==> src/rtl/wvnb_pkg.sv <==
// ----------------------------------------------------------------------------
// wvnb_pkg
// Types, constants and codes shared by the neighbour buffer and its checker.
// ----------------------------------------------------------------------------
package wvnb_pkg;

   localparam int STORE_DEPTH = 32;
   localparam int IDX_W       = $clog2(STORE_DEPTH);
   localparam int CNT_W       = $clog2(STORE_DEPTH + 1);

   localparam logic [1:0] FUNC_PUSH   = 2'd0;
   localparam logic [1:0] FUNC_NEXT   = 2'd1;
   localparam logic [1:0] FUNC_CLEAR  = 2'd2;
   localparam logic [1:0] FUNC_UNUSED = 2'd3;

   localparam logic [1:0] ST_OK     = 2'd0;
   localparam logic [1:0] ST_FULL   = 2'd1;
   localparam logic [1:0] ST_NO_CUR = 2'd2;

   localparam logic [1:0] ROLE_BEFORE  = 2'd0;
   localparam logic [1:0] ROLE_CURRENT = 2'd1;
   localparam logic [1:0] ROLE_AFTER   = 2'd2;
   localparam logic [1:0] ROLE_STATUS  = 2'd3;

   localparam logic [1:0] CSR_WINDOW_SIZE = 2'd0;
   localparam logic [1:0] CSR_NONOVERLAP  = 2'd1;

   typedef struct packed {
      logic [15:0] contig;
      logic [31:0] pos;
      logic [15:0] len;
   } rec_type;

   typedef struct packed {
      logic [1:0]  func;
      logic [15:0] contig_id;
      logic [31:0] position;
      logic [15:0] ref_length;
   } req_type;

   typedef struct packed {
      logic [1:0]  status;
      logic [1:0]  role;
      logic [15:0] out_contig;
      logic [31:0] out_position;
      logic [15:0] out_ref_length;
      logic        last;
   } rsp_type;

   typedef enum logic [3:0] {
      S_IDLE,
      S_CUR_RD,
      S_CUR_CK,
      S_DROP_RD,
      S_DROP_CK,
      S_ADM_RD,
      S_ADM_CK,
      S_EMIT_RD,
      S_EMIT_CK,
      S_EMIT_CUR,
      S_FLUSH
   } state_type;

endpackage

==> src/rtl/windowed_variant_neighbour_buffer.sv <==
// ----------------------------------------------------------------------------
// windowed_variant_neighbour_buffer
// Ring of sorted variant records; emits windowed neighbours on each advance.
// ----------------------------------------------------------------------------
// Push, clear and an advance with nothing pending give one status word in
// the cycle after acceptance. Any other advance fetches the current record,
// drops earlier records that fell out of the window, tests pending records
// for admission, walks the records for emission and flushes the final word;
// a stalled output holds the walk. One item at a time: a new item is taken
// only in idle with no word waiting. Reset (synchronous) empties the ring.
module windowed_variant_neighbour_buffer (
   input  logic               clock,
   input  logic               reset,
   input  logic               req_valid,
   output logic               req_stall,
   input  wvnb_pkg::req_type  req_data,
   output logic               rsp_valid,
   input  logic               rsp_stall,
   output wvnb_pkg::rsp_type  rsp_data,
   input  logic               csr_valid,
   output logic               csr_ready,
   input  logic [1:0]         csr_index,
   input  logic [31:0]        csr_wdata
);
   import wvnb_pkg::*;

   // record store: one write port, one registered read port; writes happen
   // only when an item is accepted in idle, so a walk never meets a write
   rec_type          mem [STORE_DEPTH];
   rec_type          rd_ff;
   logic [IDX_W-1:0] rd_addr;
   logic             rd_en;
   logic             wr_en;

   state_type state_ff, state_in;

   logic [IDX_W-1:0]   oldest_ff, oldest_in, cur_ff, cur_in, wr_ff, wr_in;
   logic [CNT_W-1:0]   stored_ff, stored_in, before_ff, before_in;
   logic [CNT_W-1:0]   after_ff, after_in, pend_ff, pend_in, walk_ff, walk_in;
   logic               has_cur_ff, has_cur_in;
   logic               phase_ff, phase_in;   // 0 earlier records, 1 later records
   rec_type            cur_rec_ff, cur_rec_in;
   logic signed [33:0] used_ff, used_in;     // end of the last taken record
   logic [31:0]        win_ff;
   logic               nonov_ff;
   logic               out_v_ff, out_v_in;
   rsp_type            out_ff, out_in;
   // one word held back so that the final word of an advance can carry last
   logic               hold_v_ff, hold_v_in;
   rsp_type            hold_ff, hold_in;

   logic               req_take, rsp_take, out_free, can_take;
   logic [CNT_W-1:0]   before_next, pend_next;
   logic [32:0]        gap_back, gap_fwd, rd_end, cur_end;
   logic               keep_old, admit, pick;
   logic signed [33:0] rd_pos_s, rd_last_s, cur_last_s;

   assign csr_ready = 1'b1;
   assign rsp_valid = out_v_ff;
   assign rsp_data  = out_ff;
   assign req_stall = (state_ff != S_IDLE) || out_v_ff;

   assign req_take = req_valid && !req_stall;
   assign rsp_take = out_v_ff && !rsp_stall;
   assign out_free = !out_v_ff || rsp_take;
   // a new candidate may enter the hold slot when the slot is empty or can drain
   assign can_take = !hold_v_ff || out_free;

   always_ff @(posedge clock) begin
      if (reset) begin
         win_ff   <= '0;
         nonov_ff <= 1'b0;
      end else if (csr_valid && csr_ready) begin
         unique case (csr_index)
            CSR_WINDOW_SIZE: win_ff   <= csr_wdata;
            CSR_NONOVERLAP:  nonov_ff <= csr_wdata[0];
            default: ;
         endcase
      end
   end

   // memory write and read
   assign wr_en = req_take && (req_data.func == FUNC_PUSH) &&
                  (stored_ff < CNT_W'(STORE_DEPTH));

   always_ff @(posedge clock) begin
      if (wr_en)
         mem[wr_ff] <= '{contig: req_data.contig_id, pos: req_data.position,
                         len: req_data.ref_length};
      if (rd_en)
         rd_ff <= mem[rd_addr];
   end

   function automatic logic [IDX_W-1:0] radd(input logic [IDX_W-1:0] b,
                                             input logic [CNT_W-1:0] k);
      logic [CNT_W:0] s;
      s = {{(CNT_W + 1 - IDX_W){1'b0}}, b} + {1'b0, k};
      radd = IDX_W'(s % STORE_DEPTH);
   endfunction

   // address for the walks
   always_comb begin
      rd_en   = 1'b0;
      rd_addr = '0;
      unique case (state_ff)
         S_CUR_RD: begin
            rd_en   = 1'b1;
            rd_addr = cur_ff;
         end
         S_DROP_RD: begin
            rd_en   = 1'b1;
            rd_addr = oldest_ff;
         end
         S_ADM_RD: begin
            rd_en   = 1'b1;
            rd_addr = radd(cur_ff, after_ff + CNT_W'(1));
         end
         S_EMIT_RD: begin
            rd_en   = 1'b1;
            rd_addr = phase_ff ? radd(cur_ff, walk_ff + CNT_W'(1))
                               : radd(oldest_ff, walk_ff);
         end
         default: ;
      endcase
   end

   // distances: a neighbour on the wrong side borrows and counts as too far
   assign gap_back = {1'b0, cur_rec_ff.pos} - {1'b0, rd_ff.pos};
   assign gap_fwd  = {1'b0, rd_ff.pos} - {1'b0, cur_rec_ff.pos};
   assign keep_old = (rd_ff.contig == cur_rec_ff.contig) && !gap_back[32] &&
                     (gap_back[31:0] <= win_ff);
   assign admit    = (rd_ff.contig == cur_rec_ff.contig) && !gap_fwd[32] &&
                     (gap_fwd[31:0] <= win_ff);

   assign rd_end     = {1'b0, rd_ff.pos} + {17'd0, rd_ff.len};
   assign cur_end    = {1'b0, cur_rec_ff.pos} + {17'd0, cur_rec_ff.len};
   assign rd_pos_s   = signed'({2'b00, rd_ff.pos});
   assign rd_last_s  = signed'({1'b0, rd_end}) - 34'sd1;
   assign cur_last_s = signed'({1'b0, cur_end}) - 34'sd1;
   // non-overlapping pick: strictly past the last taken end; earlier records
   // must also end before the current one (position zero is never taken first)
   assign pick = !nonov_ff ||
                 ((rd_pos_s > used_ff) && (phase_ff || rd_end <= {1'b0, cur_rec_ff.pos}));

   // the old current joins the earlier records on an advance
   assign before_next = has_cur_ff ? before_ff + CNT_W'(1) : before_ff;
   assign pend_next   = stored_ff - before_next;

   // next state
   always_comb begin
      state_in = state_ff;
      unique case (state_ff)
         S_IDLE: begin
            if (req_take && req_data.func == FUNC_NEXT && pend_next != '0)
               state_in = S_CUR_RD;
         end
         S_CUR_RD:  state_in = S_CUR_CK;
         S_CUR_CK:  state_in = (before_ff != '0) ? S_DROP_RD : S_ADM_RD;
         S_DROP_RD: state_in = S_DROP_CK;
         S_DROP_CK: begin
            if (keep_old || before_ff == CNT_W'(1)) state_in = S_ADM_RD;
            else state_in = S_DROP_RD;
         end
         S_ADM_RD:  state_in = (after_ff + CNT_W'(1) < pend_ff) ? S_ADM_CK : S_EMIT_RD;
         S_ADM_CK:  state_in = admit ? S_ADM_RD : S_EMIT_RD;
         S_EMIT_RD: begin
            if (!phase_ff && walk_ff < before_ff) state_in = S_EMIT_CK;
            else if (!phase_ff) state_in = S_EMIT_CUR;
            else if (walk_ff < after_ff) state_in = S_EMIT_CK;
            else state_in = S_FLUSH;
         end
         S_EMIT_CK: begin
            if (!pick || can_take) state_in = S_EMIT_RD;
         end
         S_EMIT_CUR: begin
            if (can_take) state_in = S_EMIT_RD;
         end
         S_FLUSH: begin
            if (out_free) state_in = S_IDLE;
         end
         default: state_in = S_IDLE;
      endcase
   end

   // datapath and emission
   always_comb begin
      oldest_in  = oldest_ff;
      cur_in     = cur_ff;
      wr_in      = wr_ff;
      stored_in  = stored_ff;
      before_in  = before_ff;
      after_in   = after_ff;
      pend_in    = pend_ff;
      walk_in    = walk_ff;
      has_cur_in = has_cur_ff;
      phase_in   = phase_ff;
      cur_rec_in = cur_rec_ff;
      used_in    = used_ff;
      out_in     = out_ff;
      out_v_in   = out_v_ff && !rsp_take;
      hold_in    = hold_ff;
      hold_v_in  = hold_v_ff;
      unique case (state_ff)
         S_IDLE: begin
            if (req_take) begin
               out_in = '{status: ST_OK, role: ROLE_STATUS, out_contig: 16'd0,
                          out_position: 32'd0, out_ref_length: 16'd0, last: 1'b1};
               unique case (req_data.func)
                  FUNC_PUSH: begin
                     out_v_in = 1'b1;
                     if (wr_en) begin
                        wr_in     = radd(wr_ff, CNT_W'(1));
                        stored_in = stored_ff + CNT_W'(1);
                     end else begin
                        out_in.status = ST_FULL;
                     end
                  end
                  FUNC_NEXT: begin
                     before_in = before_next;
                     if (has_cur_ff) cur_in = radd(cur_ff, CNT_W'(1));
                     pend_in  = pend_next;
                     walk_in  = '0;
                     phase_in = 1'b0;
                     used_in  = '0;
                     if (pend_next == '0) begin
                        // nothing pending: no current remains
                        after_in      = '0;
                        has_cur_in    = 1'b0;
                        out_in.status = ST_NO_CUR;
                        out_v_in      = 1'b1;
                     end else begin
                        has_cur_in = 1'b1;
                        if (after_ff != '0) after_in = after_ff - CNT_W'(1);
                     end
                  end
                  FUNC_CLEAR: begin
                     oldest_in  = '0;
                     cur_in     = '0;
                     wr_in      = '0;
                     stored_in  = '0;
                     before_in  = '0;
                     after_in   = '0;
                     has_cur_in = 1'b0;
                     out_v_in   = 1'b1;
                  end
                  default: ;   // unused code: drop silently
               endcase
            end
         end
         S_CUR_CK: cur_rec_in = rd_ff;
         S_DROP_CK: begin
            if (!keep_old) begin
               oldest_in = radd(oldest_ff, CNT_W'(1));
               before_in = before_ff - CNT_W'(1);
               stored_in = stored_ff - CNT_W'(1);
            end
         end
         S_ADM_CK: begin
            if (admit) after_in = after_ff + CNT_W'(1);
         end
         S_EMIT_CK: begin
            if (pick && can_take) begin
               // advance the held word to the output, hold the new one
               if (hold_v_ff) begin
                  out_in   = hold_ff;
                  out_v_in = 1'b1;
               end
               hold_in   = '{status: ST_OK, role: phase_ff ? ROLE_AFTER : ROLE_BEFORE,
                             out_contig: rd_ff.contig, out_position: rd_ff.pos,
                             out_ref_length: rd_ff.len, last: 1'b0};
               hold_v_in = 1'b1;
               used_in   = rd_last_s;
            end
            if (!pick || can_take) walk_in = walk_ff + CNT_W'(1);
         end
         S_EMIT_CUR: begin
            if (can_take) begin
               if (hold_v_ff) begin
                  out_in   = hold_ff;
                  out_v_in = 1'b1;
               end
               hold_in   = '{status: ST_OK, role: ROLE_CURRENT,
                             out_contig: cur_rec_ff.contig, out_position: cur_rec_ff.pos,
                             out_ref_length: cur_rec_ff.len, last: 1'b0};
               hold_v_in = 1'b1;
               used_in   = cur_last_s;
               phase_in  = 1'b1;
               walk_in   = '0;
            end
         end
         S_FLUSH: begin
            // the held word is the final one of the advance
            if (out_free) begin
               out_in      = hold_ff;
               out_in.last = 1'b1;
               out_v_in    = 1'b1;
               hold_v_in   = 1'b0;
            end
         end
         default: ;
      endcase
   end

   always_ff @(posedge clock) begin
      if (reset) begin
         state_ff   <= S_IDLE;
         oldest_ff  <= '0;
         cur_ff     <= '0;
         wr_ff      <= '0;
         stored_ff  <= '0;
         before_ff  <= '0;
         after_ff   <= '0;
         pend_ff    <= '0;
         walk_ff    <= '0;
         has_cur_ff <= 1'b0;
         phase_ff   <= 1'b0;
         used_ff    <= '0;
         out_v_ff   <= 1'b0;
         out_ff     <= '0;
         hold_v_ff  <= 1'b0;
      end else begin
         state_ff   <= state_in;
         oldest_ff  <= oldest_in;
         cur_ff     <= cur_in;
         wr_ff      <= wr_in;
         stored_ff  <= stored_in;
         before_ff  <= before_in;
         after_ff   <= after_in;
         pend_ff    <= pend_in;
         walk_ff    <= walk_in;
         has_cur_ff <= has_cur_in;
         phase_ff   <= phase_in;
         used_ff    <= used_in;
         out_v_ff   <= out_v_in;
         out_ff     <= out_in;
         hold_v_ff  <= hold_v_in;
      end
   end

   // data held alongside valid flags needs no reset
   always_ff @(posedge clock) begin
      cur_rec_ff <= cur_rec_in;
      hold_ff    <= hold_in;
   end

endmodule

==> config.mk <==
export PLATFORM = sky130hd
export DESIGN_NAME = windowed_variant_neighbour_buffer
export DESIGN_NICKNAME = d
export VERILOG_FILES = /design/src/rtl/wvnb_pkg.sv /design/src/rtl/windowed_variant_neighbour_buffer.sv
export SDC_FILE = /design/constraint.sdc
export NUM_CORES = 2
export LEC_CHECK = 0
export BUFFER_PORTS_ARGS = -buffer_cell sky130_fd_sc_hd__buf_4
export CAP_MARGIN = 30
export CORE_ASPECT_RATIO = 0.6
export CORE_UTILIZATION = 63
export DETAILED_ROUTE_END_ITERATION = 8
export PLACE_DENSITY = 0.78
export SLEW_MARGIN = 20
export SYNTH_ARGS = -nofsm -noshare
export SYNTH_HDL_FRONTEND = slang
export SYNTH_SLANG_ARGS = --single-unit
==> constraint.sdc <==
create_clock -name clock -period 9.44 [get_ports clock]
set_input_delay 1.416 -clock clock [delete_from_list [all_inputs] [get_ports clock]]
set_output_delay 1.416 -clock clock [all_outputs]
set_load 0.02 [all_outputs]
==> results.toml <==
[timing]
timing_hold_violations_final = 0
relSlewSlack_pct = 18.47
timing.final.setup_violations = 0
timing_worst_slew_pin_value_ns = 1.223
final-max-slew-violation-count = 0
fin_setup_tns_ns = 0
fin_skew_ns = 0.05672
max_clock_freq_mhz = 130.4
final_min_period_over_clock_period_pct = 81.25
rsz_0062_raised_after_global_routing = "no"
min_period_ns = 7.670

[grt]
grt_antenna_before_repair = 21
grt_start_max_net_pins = 189
grt_pass1_wl_um = 432500
grt.overflow.total = 0
globalRouteTotalUtil_pct = 33.87
first_global_vias = 66719

[drt]
vias_per_cell = 6.638
drtAntennaViolNets = 0
dr.first_iter.drc_count = 10787
dr.pass1.iters = 6
post-route-drc-count = 0
vias = 71296
dr_wl_cell_um = 27.53
postRouteWirelength_um = 295600

[critical_path]
type_of_element_capturing_the_critical_path = "register"
startpoint_type_of_the_worst_setup_path = "register"
crit_path_max_fanout = 45
r2r_setup_slack_ns = 1.77
worst_r2r_endpoint = "used_ff[18]"
cp.arrival_ns = 8.45
crit_start = "rd_ff[16]"
timing.critical_path.required_ns = 10.22
crit_path_end = "used_ff[18]"
rr_startpoint = "rd_ff[16]"
critical_path_class = "reg2reg"
reg2regPathDepth = 20

[layout]
finalNonFillerCells = 10740
layout.area.seq_um2 = 71110
layout.filler_cells = 11302
multi_input_comb_area_um2 = 33940
layout-area-overhead-vs-synth_pct = 9.612
finalNetCount = 8732
drive_gt1_share_pct = 8.097

[floorplan]
rows = 117
boundaryPins = 177
core_area_um2 = 169700
start_util_pct = 63.49
dieWidth_um = 535.8
floorplan.die_area_um2 = 172700
chipHeight_um = 322.3

[cts]
cts_buf_count = 216
cts_repair_resize_count = 0
clock_sinks = 2431
cts_hold_buf = 0
tritoncts = "done"
htree_num_levels = 4
worst_skew_pair.late_latency_ns = 0.87
post-cts-setup-buffer-count = 0
cts_root_buf = "clkbuf_16"
cts.path.max_buffers = 4
clkSlewWorstSetupHoldPaths_ns = 0.07

[yosys]
synthesis.area_per_instance_um2 = 12.94
synth_edf_count = 2242
async_flop_share_pct = 0
syn-num-nets = 8745
synth.largest_area_cell = "edfxtp_1"
synth_warnings = 0
yosys_most_used_dff = "edfxtp_1"
synth-seq-cells = 2431
yosys.area.top_type_share_pct = 62.50
synthTopCellsByArea = "edfxtp_1 (62%), a211oi_1 (6.9%), ha_1 (3.6%), dfxtp_1 (3.5%), nand2_1 (3.2%)"
ys_types = 91
netlist_area_um2 = 107700
synth_sequential_area_ratio_pct = 66.01
count_of_mapped_cells_out_of_synthesis = 8323

[place]
dpl_wire_length_um = 175200
port-buffer-count = 175
dp_cells = 10349
gp_routability_congestion = 0.9713

[min_path]
timing.hold.worst_path_depth = 2
hp-class = "reg2reg"

[power_and_ir_drop]
max-vdd-ir-drop_v = 0.0001667
cellPowerDensity_nw_per_um2 = 223.6
static-leakage-power_nw = 41.07

[flow_run]
max_cap_violation_count = 0

[run_status]
status = "finished, final reports clean"
worst min-delay path by stage:
stage | start | endpoint
2_1_floorplan | used_ff[21] | used_ff[21]
3_3_place_gp | used_ff[5] | used_ff[5]
3_5_place_dp | rsp_data[39] | rsp_data[39]
4_1_cts | rsp_data[39] | rsp_data[39]
5_1_grt | rsp_data[35] | rsp_data[35]
6_report | rsp_data[39] | rsp_data[39]
kinds of logic after synthesis:
logic type	Yosys count	synth area share (%)
DFF	2431	66.01
AOI/OAI and AO/OA	2324	14.43
and+or+nand+nor	2004	8.982
buffers and inverters	793	2.807
adders and majority gates	317	3.738
muxes	274	2.574
xor gates and xnor gates	179	1.455
other	1	0.003481
cell usage in the layout (no fill, tap or decap), types with 16 or more instances in the layout:
master	synthesis	routed
edfxtp_1	2242	2242
a211oi_1	993	992
nand2_1	923	920
a21oi_1	506	504
and2_1	480	480
ha_1	309	309
buf_4	2	289
a31oi_1	273	273
mux2i_1	268	268
inv_1	241	240
clkbuf_16	0	219
dfxtp_1	189	188
a21o_1	175	175
o21ai_0	174	174
nor2_1	176	143
xnor2_1	122	122
nand3_1	117	116
xor2_1	57	57
nand4_1	54	54
nor3_1	56	54
clkinv_1	3	51
and2_0	45	45
clkbuf_1	499	44
clkinv_2	0	36
nor2_4	0	32
o211ai_1	29	29
o21bai_1	25	25
nor2b_1	23	23
nand2b_1	23	23
or3_1	21	21
buf_12	0	21
o21a_1	20	20
nor4_1	17	16
final cells by class:
cell class | instances | area share (%)
Clock buffer | 267 | 4.828
Tap cell | 2261 | 2.396
Clock inverter | 113 | 0.6941
Timing Repair Buffer | 318 | 2.328
Inverter | 244 | 0.7778
Antenna cell | 7 | 0.01483
Multi-Input combinational cell | 5099 | 28.74
Sequential cell | 2431 | 60.22
synthesized netlist by cell type (all sizes together), types with 176 or more instances:
master,number
edfxtp,2242
a211oi,994
nand2,924
and2,525
a21oi,506
clkbuf,501
ha,309
a31oi,273
mux2i,268
inv,241
dfxtp,189
a21o,176
nor2,176
o21ai,176
where the power goes:
group	total (mW)	internal, mW	leakage [nW]	switching (mW)
Clock	8.39	4.52	3.19	3.88
Combinational	5.56	1.90	16.2	3.66
Sequential	12.5	12.2	21.7	0.287
metrics by stage:
step | hold slack [ns] | worst slack (ns) | power [mW] | area [um^2] | utilization [%]
after floorplan | 0.4319 | 2.680 | 16.15 | 107700 | -
after global placement | 0.4394 | 2.084 | 17.90 | 111300 | 65.59
after detailed placement | 0.4433 | 2.169 | 18.00 | 111500 | 65.70
after CTS | 0.4519 | 2.087 | 26.25 | 118000 | 69.54
after global routing | 0.4753 | 1.475 | 27.31 | 118100 | 69.59
final | 0.4513 | 1.770 | 26.40 | 118100 | 69.59
state kept, by name, summed over array words and instances, names as in the netlist, 32 cells and up:
signal	count
mem	2048
win_ff	32
rd_ff	64
hold_ff	66
rsp_data	69
used_ff	34
cur_rec_ff	64
layer usage:
layer  vias to the layer above  part of all wire [%]  GRT usage [%]
li1                      31641                     -              -
met4                        28                   3.2          10.67
met1                     35084                    42          51.80
met5                         -                 0.056              0
met2                      3960                    42          47.34
met3                       583                    13          8.892
worst max-delay path, cell delays in order (launching register included):
cell and delay [ns]:
edfxtp_1 0.44, ha_1 0.28, fa_1 0.45, a211oi_1 0.40, o211ai_1 0.19, a21boi_1 0.77
o21ai_0 0.29, a31oi_1 0.28, xnor2_1 0.20, ha_1 0.30, a21o_1 0.18, a21o_1 0.17
a221oi_1 0.81, o22ai_1 0.19, a211oi_1 0.34, o32ai_1 0.16, or3_1 0.54, inv_2 0.48
buf_4 0.62, o211ai_1 0.20, a21oi_1 0.22
Note: power is estimated with default switching activity, not from simulation.
